===== src/design/sts_pkg.sv =====
// ----------------------------------------------------------------------------
// sts_pkg
// Shared types, codes and character helpers for the S-expression token
// scanner.
// ----------------------------------------------------------------------------
package sts_pkg;

  localparam int unsigned LINE_WIDTH_DEFAULT   = 24;
  localparam int unsigned COLUMN_WIDTH_DEFAULT = 16;

  // Most results one source byte can produce, and result queue depth.
  localparam int unsigned MaxRes   = 3;
  localparam int unsigned ResDepth = 4;

  typedef enum logic [3:0] {
    KIND_OPEN   = 4'd0,
    KIND_CLOSE  = 4'd1,
    KIND_COMMA  = 4'd2,
    KIND_QUOTE  = 4'd3,
    KIND_PERIOD = 4'd4,
    KIND_STRING = 4'd5,
    KIND_INT    = 4'd6,
    KIND_FLOAT  = 4'd7,
    KIND_SYMBOL = 4'd8,
    KIND_EOF    = 4'd9,
    KIND_BAD    = 4'd10
  } kind_e;

  typedef enum logic [2:0] {
    ERR_NONE         = 3'd0,
    ERR_UNKNOWN_CHAR = 3'd1,
    ERR_NL_IN_STRING = 3'd2,
    ERR_BAD_ESCAPE   = 3'd3,
    ERR_UNTERMINATED = 3'd4,
    ERR_SECOND_DOT   = 3'd5
  } err_e;

  typedef struct packed {
    logic [7:0] source_byte;
    logic       end_of_input;
  } in_beat_t;

  typedef struct packed {
    logic [3:0]  token_kind;
    logic [7:0]  char_value;
    logic        has_char;
    logic        token_last;
    logic [23:0] token_line;
    logic [15:0] token_column;
    logic [2:0]  error_code;
  } out_beat_t;

  // Results produced by one accepted byte, oldest in slot 0.
  typedef struct packed {
    logic [1:0]                   count;
    out_beat_t [MaxRes-1:0]       res;
  } push_t;

  function automatic logic is_digit(logic [7:0] b);
    return (b >= 8'h30) && (b <= 8'h39);
  endfunction

  // NUL and the delimiter set never belong to a symbol.
  function automatic logic is_symbol_char(logic [7:0] b);
    return !(b inside {8'h00, 8'h20, 8'h09, 8'h0A, 8'h0D, 8'h28, 8'h29, 8'h5B, 8'h5D,
                       8'h22, 8'h3B, 8'h2C, 8'h27, 8'h7C, 8'h5C, 8'h23});
  endfunction

  function automatic out_beat_t make_res(kind_e kind, logic [7:0] ch, logic has,
                                         logic last, logic [23:0] line,
                                         logic [15:0] col, err_e err);
    out_beat_t r;
    r.token_kind   = kind;
    r.char_value   = ch;
    r.has_char     = has;
    r.token_last   = last;
    r.token_line   = line;
    r.token_column = col;
    r.error_code   = err;
    return r;
  endfunction

endpackage


===== src/design/sts_core.sv =====
// ----------------------------------------------------------------------------
// sts_core
// Scanner state and the per-byte step: classifies one byte against the
// current mode and produces up to three results.
// ----------------------------------------------------------------------------
module sts_core import sts_pkg::*; #(
  parameter int unsigned LINE_WIDTH   = LINE_WIDTH_DEFAULT,
  parameter int unsigned COLUMN_WIDTH = COLUMN_WIDTH_DEFAULT
) (
  input  logic     clk_i,
  input  logic     rst_ni,
  input  logic     accept_i,
  input  in_beat_t beat_i,
  output push_t    push_o
);

  typedef enum logic [2:0] {
    M_IDLE, M_COMMENT, M_STRING, M_ESCAPE, M_NUMBER, M_SYMBOL, M_DOT, M_MINUS
  } mode_e;

  mode_e                   mode_q, mode_d;
  logic                    dot_q, dot_d;
  logic                    fin_q, fin_d;
  logic [LINE_WIDTH-1:0]   line_q, line_d, sline_q, sline_d;
  logic [COLUMN_WIDTH-1:0] col_q, col_d, scol_q, scol_d;

  logic [7:0]  b;
  logic        do_idle;
  logic [1:0]  n;
  out_beat_t [MaxRes-1:0] res;
  logic [23:0] cur_line, st_line;
  logic [15:0] cur_col, st_col;
  logic [7:0]  esc_ch;
  err_e        esc_err;
  kind_e       num_kind;

  assign b        = beat_i.end_of_input ? 8'h00 : beat_i.source_byte;
  assign cur_line = 24'(line_q);
  assign cur_col  = 16'(col_q);
  assign st_line  = 24'(sline_q);
  assign st_col   = 16'(scol_q);
  assign num_kind = dot_q ? KIND_FLOAT : KIND_INT;

  // Escape decode
  always_comb begin
    esc_err = ERR_NONE;
    case (b)
      8'h6E:   esc_ch = 8'h0A;
      8'h74:   esc_ch = 8'h09;
      8'h72:   esc_ch = 8'h0D;
      8'h22:   esc_ch = 8'h22;
      8'h27:   esc_ch = 8'h27;
      8'h5C:   esc_ch = 8'h5C;
      default: begin
        esc_ch  = 8'h20;
        esc_err = ERR_BAD_ESCAPE;
      end
    endcase
  end

  always_comb begin
    mode_d  = mode_q;
    dot_d   = dot_q;
    fin_d   = fin_q;
    sline_d = sline_q;
    scol_d  = scol_q;
    do_idle = 1'b0;
    n       = '0;
    res     = '0;

    case (mode_q)
      M_COMMENT: begin
        if (b == 8'h00 || b == 8'h0A) do_idle = 1'b1;
      end
      M_STRING, M_ESCAPE: begin
        if (b == 8'h00) begin
          res[n] = make_res(KIND_STRING, 8'h00, 1'b0, 1'b1, st_line, st_col,
                            ERR_UNTERMINATED);
          n = n + 2'd1;
          do_idle = 1'b1;
        end else if (mode_q == M_ESCAPE) begin
          res[n] = make_res(KIND_STRING, esc_ch, 1'b1, 1'b0, st_line, st_col, esc_err);
          n = n + 2'd1;
          mode_d = M_STRING;
        end else if (b == 8'h22) begin
          res[n] = make_res(KIND_STRING, 8'h00, 1'b0, 1'b1, st_line, st_col, ERR_NONE);
          n = n + 2'd1;
          mode_d = M_IDLE;
        end else if (b == 8'h5C) begin
          mode_d = M_ESCAPE;
        end else begin
          res[n] = make_res(KIND_STRING, b, 1'b1, 1'b0, st_line, st_col,
                            (b == 8'h0A) ? ERR_NL_IN_STRING : ERR_NONE);
          n = n + 2'd1;
        end
      end
      M_NUMBER: begin
        if (is_digit(b)) begin
          res[n] = make_res(num_kind, b, 1'b1, 1'b0, st_line, st_col, ERR_NONE);
          n = n + 2'd1;
        end else if (b == 8'h2E) begin
          res[n] = make_res(KIND_FLOAT, b, 1'b1, 1'b0, st_line, st_col,
                            dot_q ? ERR_SECOND_DOT : ERR_NONE);
          n = n + 2'd1;
          dot_d = 1'b1;
        end else begin
          res[n] = make_res(num_kind, 8'h00, 1'b0, 1'b1, st_line, st_col, ERR_NONE);
          n = n + 2'd1;
          do_idle = 1'b1;
        end
      end
      M_SYMBOL: begin
        if (is_symbol_char(b)) begin
          res[n] = make_res(KIND_SYMBOL, b, 1'b1, 1'b0, st_line, st_col, ERR_NONE);
          n = n + 2'd1;
        end else begin
          res[n] = make_res(KIND_SYMBOL, 8'h00, 1'b0, 1'b1, st_line, st_col, ERR_NONE);
          n = n + 2'd1;
          do_idle = 1'b1;
        end
      end
      M_DOT: begin
        if (is_symbol_char(b)) begin
          res[n] = make_res(KIND_SYMBOL, 8'h2E, 1'b1, 1'b0, st_line, st_col, ERR_NONE);
          n = n + 2'd1;
          res[n] = make_res(KIND_SYMBOL, b, 1'b1, 1'b0, st_line, st_col, ERR_NONE);
          n = n + 2'd1;
          mode_d = M_SYMBOL;
        end else begin
          res[n] = make_res(KIND_PERIOD, 8'h00, 1'b0, 1'b1, st_line, st_col, ERR_NONE);
          n = n + 2'd1;
          do_idle = 1'b1;
        end
      end
      M_MINUS: begin
        if (is_digit(b)) begin
          res[n] = make_res(KIND_INT, 8'h2D, 1'b1, 1'b0, st_line, st_col, ERR_NONE);
          n = n + 2'd1;
          res[n] = make_res(KIND_INT, b, 1'b1, 1'b0, st_line, st_col, ERR_NONE);
          n = n + 2'd1;
          mode_d = M_NUMBER;
          dot_d  = 1'b0;
        end else begin
          res[n] = make_res(KIND_SYMBOL, 8'h2D, 1'b1, 1'b0, st_line, st_col, ERR_NONE);
          n = n + 2'd1;
          if (is_symbol_char(b)) begin
            res[n] = make_res(KIND_SYMBOL, b, 1'b1, 1'b0, st_line, st_col, ERR_NONE);
            n = n + 2'd1;
            mode_d = M_SYMBOL;
          end else begin
            res[n] = make_res(KIND_SYMBOL, 8'h00, 1'b0, 1'b1, st_line, st_col, ERR_NONE);
            n = n + 2'd1;
            do_idle = 1'b1;
          end
        end
      end
      default: do_idle = 1'b1;
    endcase

    // Byte seen from the idle mode, after any pending token was closed.
    if (do_idle) begin
      mode_d = M_IDLE;
      case (b)
        8'h00: begin
          res[n] = make_res(KIND_EOF, 8'h00, 1'b0, 1'b1, cur_line, cur_col, ERR_NONE);
          n = n + 2'd1;
          fin_d = 1'b1;
        end
        8'h20, 8'h09, 8'h0D, 8'h0A: ;
        8'h28: begin
          res[n] = make_res(KIND_OPEN, 8'h00, 1'b0, 1'b1, cur_line, cur_col, ERR_NONE);
          n = n + 2'd1;
        end
        8'h29: begin
          res[n] = make_res(KIND_CLOSE, 8'h00, 1'b0, 1'b1, cur_line, cur_col, ERR_NONE);
          n = n + 2'd1;
        end
        8'h2C: begin
          res[n] = make_res(KIND_COMMA, 8'h00, 1'b0, 1'b1, cur_line, cur_col, ERR_NONE);
          n = n + 2'd1;
        end
        8'h27: begin
          res[n] = make_res(KIND_QUOTE, 8'h00, 1'b0, 1'b1, cur_line, cur_col, ERR_NONE);
          n = n + 2'd1;
        end
        8'h2E: begin
          mode_d  = M_DOT;
          sline_d = line_q;
          scol_d  = col_q;
        end
        8'h2D: begin
          mode_d  = M_MINUS;
          sline_d = line_q;
          scol_d  = col_q;
        end
        8'h3B: mode_d = M_COMMENT;
        8'h22: begin
          mode_d  = M_STRING;
          sline_d = line_q;
          scol_d  = col_q;
        end
        default: begin
          if (is_digit(b)) begin
            mode_d  = M_NUMBER;
            sline_d = line_q;
            scol_d  = col_q;
            dot_d   = 1'b0;
            res[n] = make_res(KIND_INT, b, 1'b1, 1'b0, cur_line, cur_col, ERR_NONE);
            n = n + 2'd1;
          end else if (is_symbol_char(b)) begin
            mode_d  = M_SYMBOL;
            sline_d = line_q;
            scol_d  = col_q;
            res[n] = make_res(KIND_SYMBOL, b, 1'b1, 1'b0, cur_line, cur_col, ERR_NONE);
            n = n + 2'd1;
          end else begin
            res[n] = make_res(KIND_BAD, b, 1'b1, 1'b1, cur_line, cur_col,
                              ERR_UNKNOWN_CHAR);
            n = n + 2'd1;
          end
        end
      endcase
    end

    // Position of the next byte; frozen once end of file is reached.
    line_d = line_q;
    col_d  = col_q;
    if (!fin_d) begin
      if (b == 8'h0A) begin
        if (line_q != '1) line_d = line_q + LINE_WIDTH'(1);
        col_d = '0;
      end else if (col_q != '1) begin
        col_d = col_q + COLUMN_WIDTH'(1);
      end
    end

    // A finished scanner ignores everything until reset.
    if (fin_q) begin
      mode_d  = mode_q;
      dot_d   = dot_q;
      fin_d   = fin_q;
      sline_d = sline_q;
      scol_d  = scol_q;
      line_d  = line_q;
      col_d   = col_q;
      n       = '0;
    end
  end

  assign push_o.count = accept_i ? n : 2'd0;
  assign push_o.res   = res;

  always_ff @(posedge clk_i or negedge rst_ni) begin
    if (!rst_ni) begin
      mode_q  <= M_IDLE;
      dot_q   <= 1'b0;
      fin_q   <= 1'b0;
      line_q  <= LINE_WIDTH'(1);
      col_q   <= '0;
      sline_q <= LINE_WIDTH'(1);
      scol_q  <= '0;
    end else if (accept_i) begin
      mode_q  <= mode_d;
      dot_q   <= dot_d;
      fin_q   <= fin_d;
      line_q  <= line_d;
      col_q   <= col_d;
      sline_q <= sline_d;
      scol_q  <= scol_d;
    end
  end

endmodule


===== src/design/sts_res_fifo.sv =====
// ----------------------------------------------------------------------------
// sts_res_fifo
// Result queue: takes up to three results per cycle, hands out one beat per
// cycle while the output is not stalled.
// ----------------------------------------------------------------------------
module sts_res_fifo import sts_pkg::*; (
  input  logic      clk_i,
  input  logic      rst_ni,
  input  push_t     push_i,
  output logic      room_o,
  output logic      out_valid_o,
  input  logic      out_stall_i,
  output out_beat_t out_beat_o
);

  localparam int unsigned PtrW = $clog2(ResDepth);
  localparam int unsigned CntW = $clog2(ResDepth + 1);

  out_beat_t           mem_q [ResDepth];
  logic [PtrW-1:0]     wr_q, rd_q;
  logic [CntW-1:0]     cnt_q, cnt_d;
  logic                pop;

  assign pop         = out_valid_o && !out_stall_i;
  assign out_valid_o = (cnt_q != '0);
  assign out_beat_o  = mem_q[rd_q];
  // Room for a worst-case byte without looking at this cycle's pop.
  assign room_o      = (cnt_q <= CntW'(ResDepth - MaxRes));
  assign cnt_d       = cnt_q + CntW'(push_i.count) - CntW'(pop);

  always_ff @(posedge clk_i) begin
    for (int i = 0; i < MaxRes; i++) begin
      if (2'(i) < push_i.count) mem_q[wr_q + PtrW'(i)] <= push_i.res[i];
    end
  end

  always_ff @(posedge clk_i or negedge rst_ni) begin
    if (!rst_ni) begin
      wr_q  <= '0;
      rd_q  <= '0;
      cnt_q <= '0;
    end else begin
      wr_q  <= wr_q + PtrW'(push_i.count);
      rd_q  <= rd_q + PtrW'(pop);
      cnt_q <= cnt_d;
    end
  end

endmodule


===== src/design/sexpr_token_scanner_top.sv =====
// ----------------------------------------------------------------------------
// sexpr_token_scanner_top
// Streaming S-expression lexer, one source byte per input beat.
// ----------------------------------------------------------------------------
// One source byte is taken per clock unless the input stalls. Each byte is
// classified in the cycle it is accepted and its results (none to three)
// land in a four-entry registered result queue. The output moves one result
// per beat, so the sustained rate is one byte per cycle while the receiver
// does not stall and bytes yield at most one result each, which covers plain
// characters, whitespace and comments. A byte that yields two or three
// results (the resolution of a held '.' or '-', or a token end followed by a
// new token) costs one extra output beat per extra result, and the input
// stalls while more than one result waits in the queue. After the end-of-file
// token the scanner accepts and discards bytes until reset. Line and column
// counters are LINE_WIDTH and COLUMN_WIDTH bits and saturate; the reported
// fields carry their low 24 and 16 bits.
// ----------------------------------------------------------------------------
module sexpr_token_scanner_top import sts_pkg::*; #(
  parameter int unsigned LINE_WIDTH   = LINE_WIDTH_DEFAULT,
  parameter int unsigned COLUMN_WIDTH = COLUMN_WIDTH_DEFAULT
) (
  input  logic      clk_i,
  input  logic      rst_ni,
  // source byte channel
  input  logic      in_valid_i,
  output logic      in_stall_o,
  input  in_beat_t  in_beat_i,
  // token result channel
  output logic      out_valid_o,
  input  logic      out_stall_i,
  output out_beat_t out_beat_o
);

  logic  room;
  logic  accept;
  push_t push;

  // stall only from registered queue fill, never from the output side
  assign in_stall_o = !room;
  assign accept     = in_valid_i && room;

  sts_core #(
    .LINE_WIDTH  (LINE_WIDTH),
    .COLUMN_WIDTH(COLUMN_WIDTH)
  ) u_core (
    .clk_i   (clk_i),
    .rst_ni  (rst_ni),
    .accept_i(accept),
    .beat_i  (in_beat_i),
    .push_o  (push)
  );

  sts_res_fifo u_fifo (
    .clk_i      (clk_i),
    .rst_ni     (rst_ni),
    .push_i     (push),
    .room_o     (room),
    .out_valid_o(out_valid_o),
    .out_stall_i(out_stall_i),
    .out_beat_o (out_beat_o)
  );

endmodule


===== config.mk =====
export PLATFORM = sky130hd
export DESIGN_NAME = sexpr_token_scanner_top
export DESIGN_NICKNAME = d
export VERILOG_FILES = /design/src/design/sts_pkg.sv /design/src/design/sts_core.sv /design/src/design/sts_res_fifo.sv /design/src/design/sexpr_token_scanner_top.sv
export SDC_FILE = /design/constraint.sdc
export NUM_CORES = 1
export LEC_CHECK = 0
export BUFFER_PORTS_ARGS = -buffer_cell sky130_fd_sc_hd__clkbuf_2
export CORE_ASPECT_RATIO = 0.6
export CORE_UTILIZATION = 30
export CTS_CLUSTER_SIZE = 10
export DETAILED_ROUTE_END_ITERATION = 12
export SETUP_SLACK_MARGIN = 0.2
export SYNTH_ARGS = -nofsm -noshare
export SYNTH_HDL_FRONTEND = slang
export SYNTH_SLANG_ARGS = --single-unit

===== constraint.sdc =====
create_clock -name clk_i -period 7 [get_ports clk_i]
set_input_delay 1.75 -clock clk_i [delete_from_list [all_inputs] [get_ports clk_i]]
set_output_delay 1.75 -clock clk_i [all_outputs]
set_load 0.1 [all_outputs]

==> out/metrics.yaml <==
run_status:
  outcome: "finished, final reports clean"
grt:
  grt_use_total: 0.1974
  gr-total-overflow: 0
  grt_pass1_vias: 14670
  grt_pass1_wl_um: 95690
  grt_max_degree: 67
  antenna_found_initial: 0
route:
  antenna_left: 0
  route.detailed.drc: 0
  dr.pass1.iters: 6
  drt_iter0_drc: 2143
  viasPerCell: 6.048
  routed-via-count: 14980
  drt_wl_total_um: 64090
  avgRoutedWirePerCell_um: 25.87
sta:
  worst_slew_pin_slew_ns: 1.233
  setup_viol: 0
  min_period_ns: 5.602
  fin_worst_skew_ns: 0.02108
  hold_violations: 0
  slew_headroom: 0.1729
  drv_slew: 0
  fmax_ghz: 0.1785
  finalWorstSetupSlack_ns: 1.398
  rsz0062_at_grt: "false"
  min_period_over_period: 0.8003
synth:
  async_flop_share: 0.2875
  syn_area_sq_um: 18770
  synth_warnings: 0
  syn_inst: 1634
  synth_area_per_cell_sq_um: 11.49
  postSynth.topFlopCell: "edfxtp_1"
  synth_seq_cells: 320
  synth_edf_count: 228
  yosysUniqueCellTypes: 91
  syn_nets: 1655
  yosysSeqAreaShare: 0.4874
setup_path:
  critPathMaxFanout: 49
  timing.rr.end: "u_fifo.mem_q[0][31]"
  ff2ff_setup_slack_ns: 2.46
  crit_required_ns: 7.20
  endpoint_kind: "flip-flop"
  crit_end: "u_fifo.mem_q[1][37]"
  start_kind: "input port"
  r2r_start: "u_fifo.cnt_q[2]"
  path_class: "in2reg"
  rr_worst_depth: 9
  cp.arrival_ns: 5.80
  cp-startpoint: "in_beat_i[5]"
floorplan:
  initial_core_util: 0.3058
  fp.dieH_um: 195.8
  die_area_sq_um: 63620
  fp.dieW_um: 325.0
  core_sq_um: 61400
  io_pins: 72
  rows: 70
clock_network:
  cts_resized: 0
  clk_latency_ns: 0.55
  cts_htree_levels: 2
  hold_buffers: 0
  cts_buffers: 38
  clkTransAtPathRegs_ns: 0.05
  cts_buffer_depth: 3
  cts-root-buf: "clkbuf_16"
  clock_sinks: 320
  cts_tree: "built"
  post_cts.repair.setup_buffers: 0
layout:
  area_growth_pct: 11.76
  antenna_cells: 0
  fin_nets: 1641
  drive_gt1_frac: 0.2044
pwr:
  ir_worst_vdd_mv: 0.3171
  total_power_mw: 7.792
  power_leakage_nw: 8.270
  power_density_nw_per_um2: 371.4
hold_path:
  hold_class: "reg2reg"
placement:
  detailed_place_hpwl_um: 40860
  io_buffers: 71
  place_ws_ns: 0.9340
  place_congestion: 0.9233
flow_run:
  maxCapViolations: 0
[cells by family after synthesis]
| logic type | Yosys count | synth area share |
|---|---|---|
| buffers and inverters | 187 | 0.04765 |
| muxes | 95 | 0.09104 |
| AOI/OAI and AO/OA | 560 | 0.2427 |
| DFF | 320 | 0.4874 |
| xor gates and xnor gates | 45 | 0.02099 |
| and+or+nand+nor | 419 | 0.1045 |
| adders and majority gates | 8 | 0.005731 |
[worst min-delay path by stage]
stage	from	cells after the start	end
global route	u_core.fin_q	1	u_core.fin_q
global placement	u_fifo.cnt_q[2]	1	u_fifo.cnt_q[2]
detailed placement	u_fifo.cnt_q[2]	1	u_fifo.cnt_q[2]
finish	u_core.fin_q	1	u_core.fin_q
floorplan	u_fifo.cnt_q[2]	1	u_fifo.cnt_q[2]
CTS	u_fifo.cnt_q[2]	1	u_fifo.cnt_q[2]
[cells in the mapped netlist (11+ instances only)]
| cell type | number | area [sq um] |
|---|---|---|
| xnor2_1 | 27 | 236.5 |
| nor3_1 | 29 | 145.1 |
| clkbuf_1 | 79 | 296.5 |
| dfrtp_1 | 90 | 2252 |
| buf_2 | 49 | 245.2 |
| mux2_2 | 36 | 405.4 |
| a22oi_2 | 12 | 150.1 |
| inv_1 | 19 | 71.32 |
| nor2_1 | 129 | 484.2 |
| a22oi_4 | 20 | 425.4 |
| and3_1 | 15 | 93.84 |
| o211ai_1 | 13 | 97.59 |
| a21oi_1 | 47 | 235.2 |
| o22ai_1 | 20 | 125.1 |
| buf_6 | 13 | 146.4 |
| edfxtp_1 | 228 | 6847 |
| o21ai_0 | 50 | 250.2 |
| mux4_2 | 57 | 1284 |
| o32a_1 | 12 | 120.1 |
| a2bb2oi_1 | 28 | 245.2 |
| nand3_1 | 25 | 125.1 |
| a21o_1 | 103 | 773.2 |
| nand4_1 | 12 | 75.07 |
| nor2b_1 | 11 | 68.82 |
| o32ai_1 | 100 | 875.8 |
| nand2_1 | 143 | 536.8 |
| a22oi_1 | 38 | 285.3 |
| xor2_1 | 18 | 157.7 |
| o21ai_1 | 32 | 160.2 |
| buf_1 | 18 | 67.56 |
[report_power, final]
group / leakage, nW / switching (mW) / internal, mW / total, mW
Combinational: 4.49 / 2.68 / 0.857 / 3.54
Clock: 0.521 / 0.798 / 1.04 / 1.84
Sequential: 3.26 / 0.244 / 2.17 / 2.41
[registers in the layout, summed over array words and instances, names as in the netlist]
register,cells
u_core.scol_q,16
u_fifo.cnt_q,3
u_core.fin_q,1
u_fifo.rd_q,2
u_core.col_q,16
u_core.mode_q,3
u_fifo.mem_q,228
u_core.dot_q,1
u_fifo.wr_q,2
u_core.sline_q,24
u_core.cur_line,24
[critical path, stage by stage]
cell      delay, ns
clkbuf_2       0.21
nor4_4         0.54
nand4_2        0.20
a311oi_4       0.53
a211oi_2       0.14
a21oi_4        0.66
nor2_1         0.30
nand2_1        0.14
o21ai_0        0.22
o31ai_4        0.63
buf_12         0.40
[final cells by class]
cell class                 count  area [sq um]
fill                        6060         40420
sequential                   320          9156
multi-input combinational   1127          8851
clock buffer                  66          1077
tap                          828          1036
timing repair buffer         114         768.2
inverter                      19         71.32
clock inverter                 3         21.27
[per-layer routing]
| layer | share of wire | GRT usage | vias to the layer above |
|---|---|---|---|
| met2 | 0.41 | 0.2754 | 1015 |
| li1 | - | - | 6395 |
| met3 | 0.13 | 0.06178 | 117 |
| met1 | 0.44 | 0.2934 | 7454 |
| met5 | 0 | 0 | - |
| met4 | 0.018 | 0.04612 | 0 |
[metrics by stage]
stage / hold WS [ns] / std cells / area (sq um) / TNS (ns) / util
3_5_place_dp: 0.4713 / 2408 / 19880 / 0 / 0.3238
5_1_grt: 0.5083 / 2477 / 20980 / 0 / 0.3417
4_1_cts: 0.4831 / 2477 / 20980 / 0 / 0.3417
3_3_place_gp: 0.4628 / 2408 / 19880 / 0 / 0.3238
6_report: 0.4866 / 2477 / 20980 / 0 / 0.3417
2_1_floorplan: 0.4465 / 1634 / 18780 / -130.80 / -
[layout by cell type (no fill, tap or decap), drive strengths merged, types with 11 or more instances in the layout]
| cell | count |
|---|---|
| a21oi | 50 |
| and3 | 15 |
| clkbuf | 136 |
| nand3 | 25 |
| o32ai | 100 |
| dfrtp | 90 |
| xnor2 | 27 |
| mux4 | 57 |
| a21o | 103 |
| o32a | 12 |
| nor2 | 132 |
| o22ai | 20 |
| nand4 | 13 |
| a22oi | 70 |
| nand2 | 146 |
| o21ai | 85 |
| xor2 | 18 |
| mux2 | 36 |
| nor3 | 29 |
| edfxtp | 228 |
| buf | 44 |
| a2bb2oi | 28 |
| o211ai | 13 |
| nor2b | 11 |
| inv | 20 |
Power figures use the tool's default switching activity.
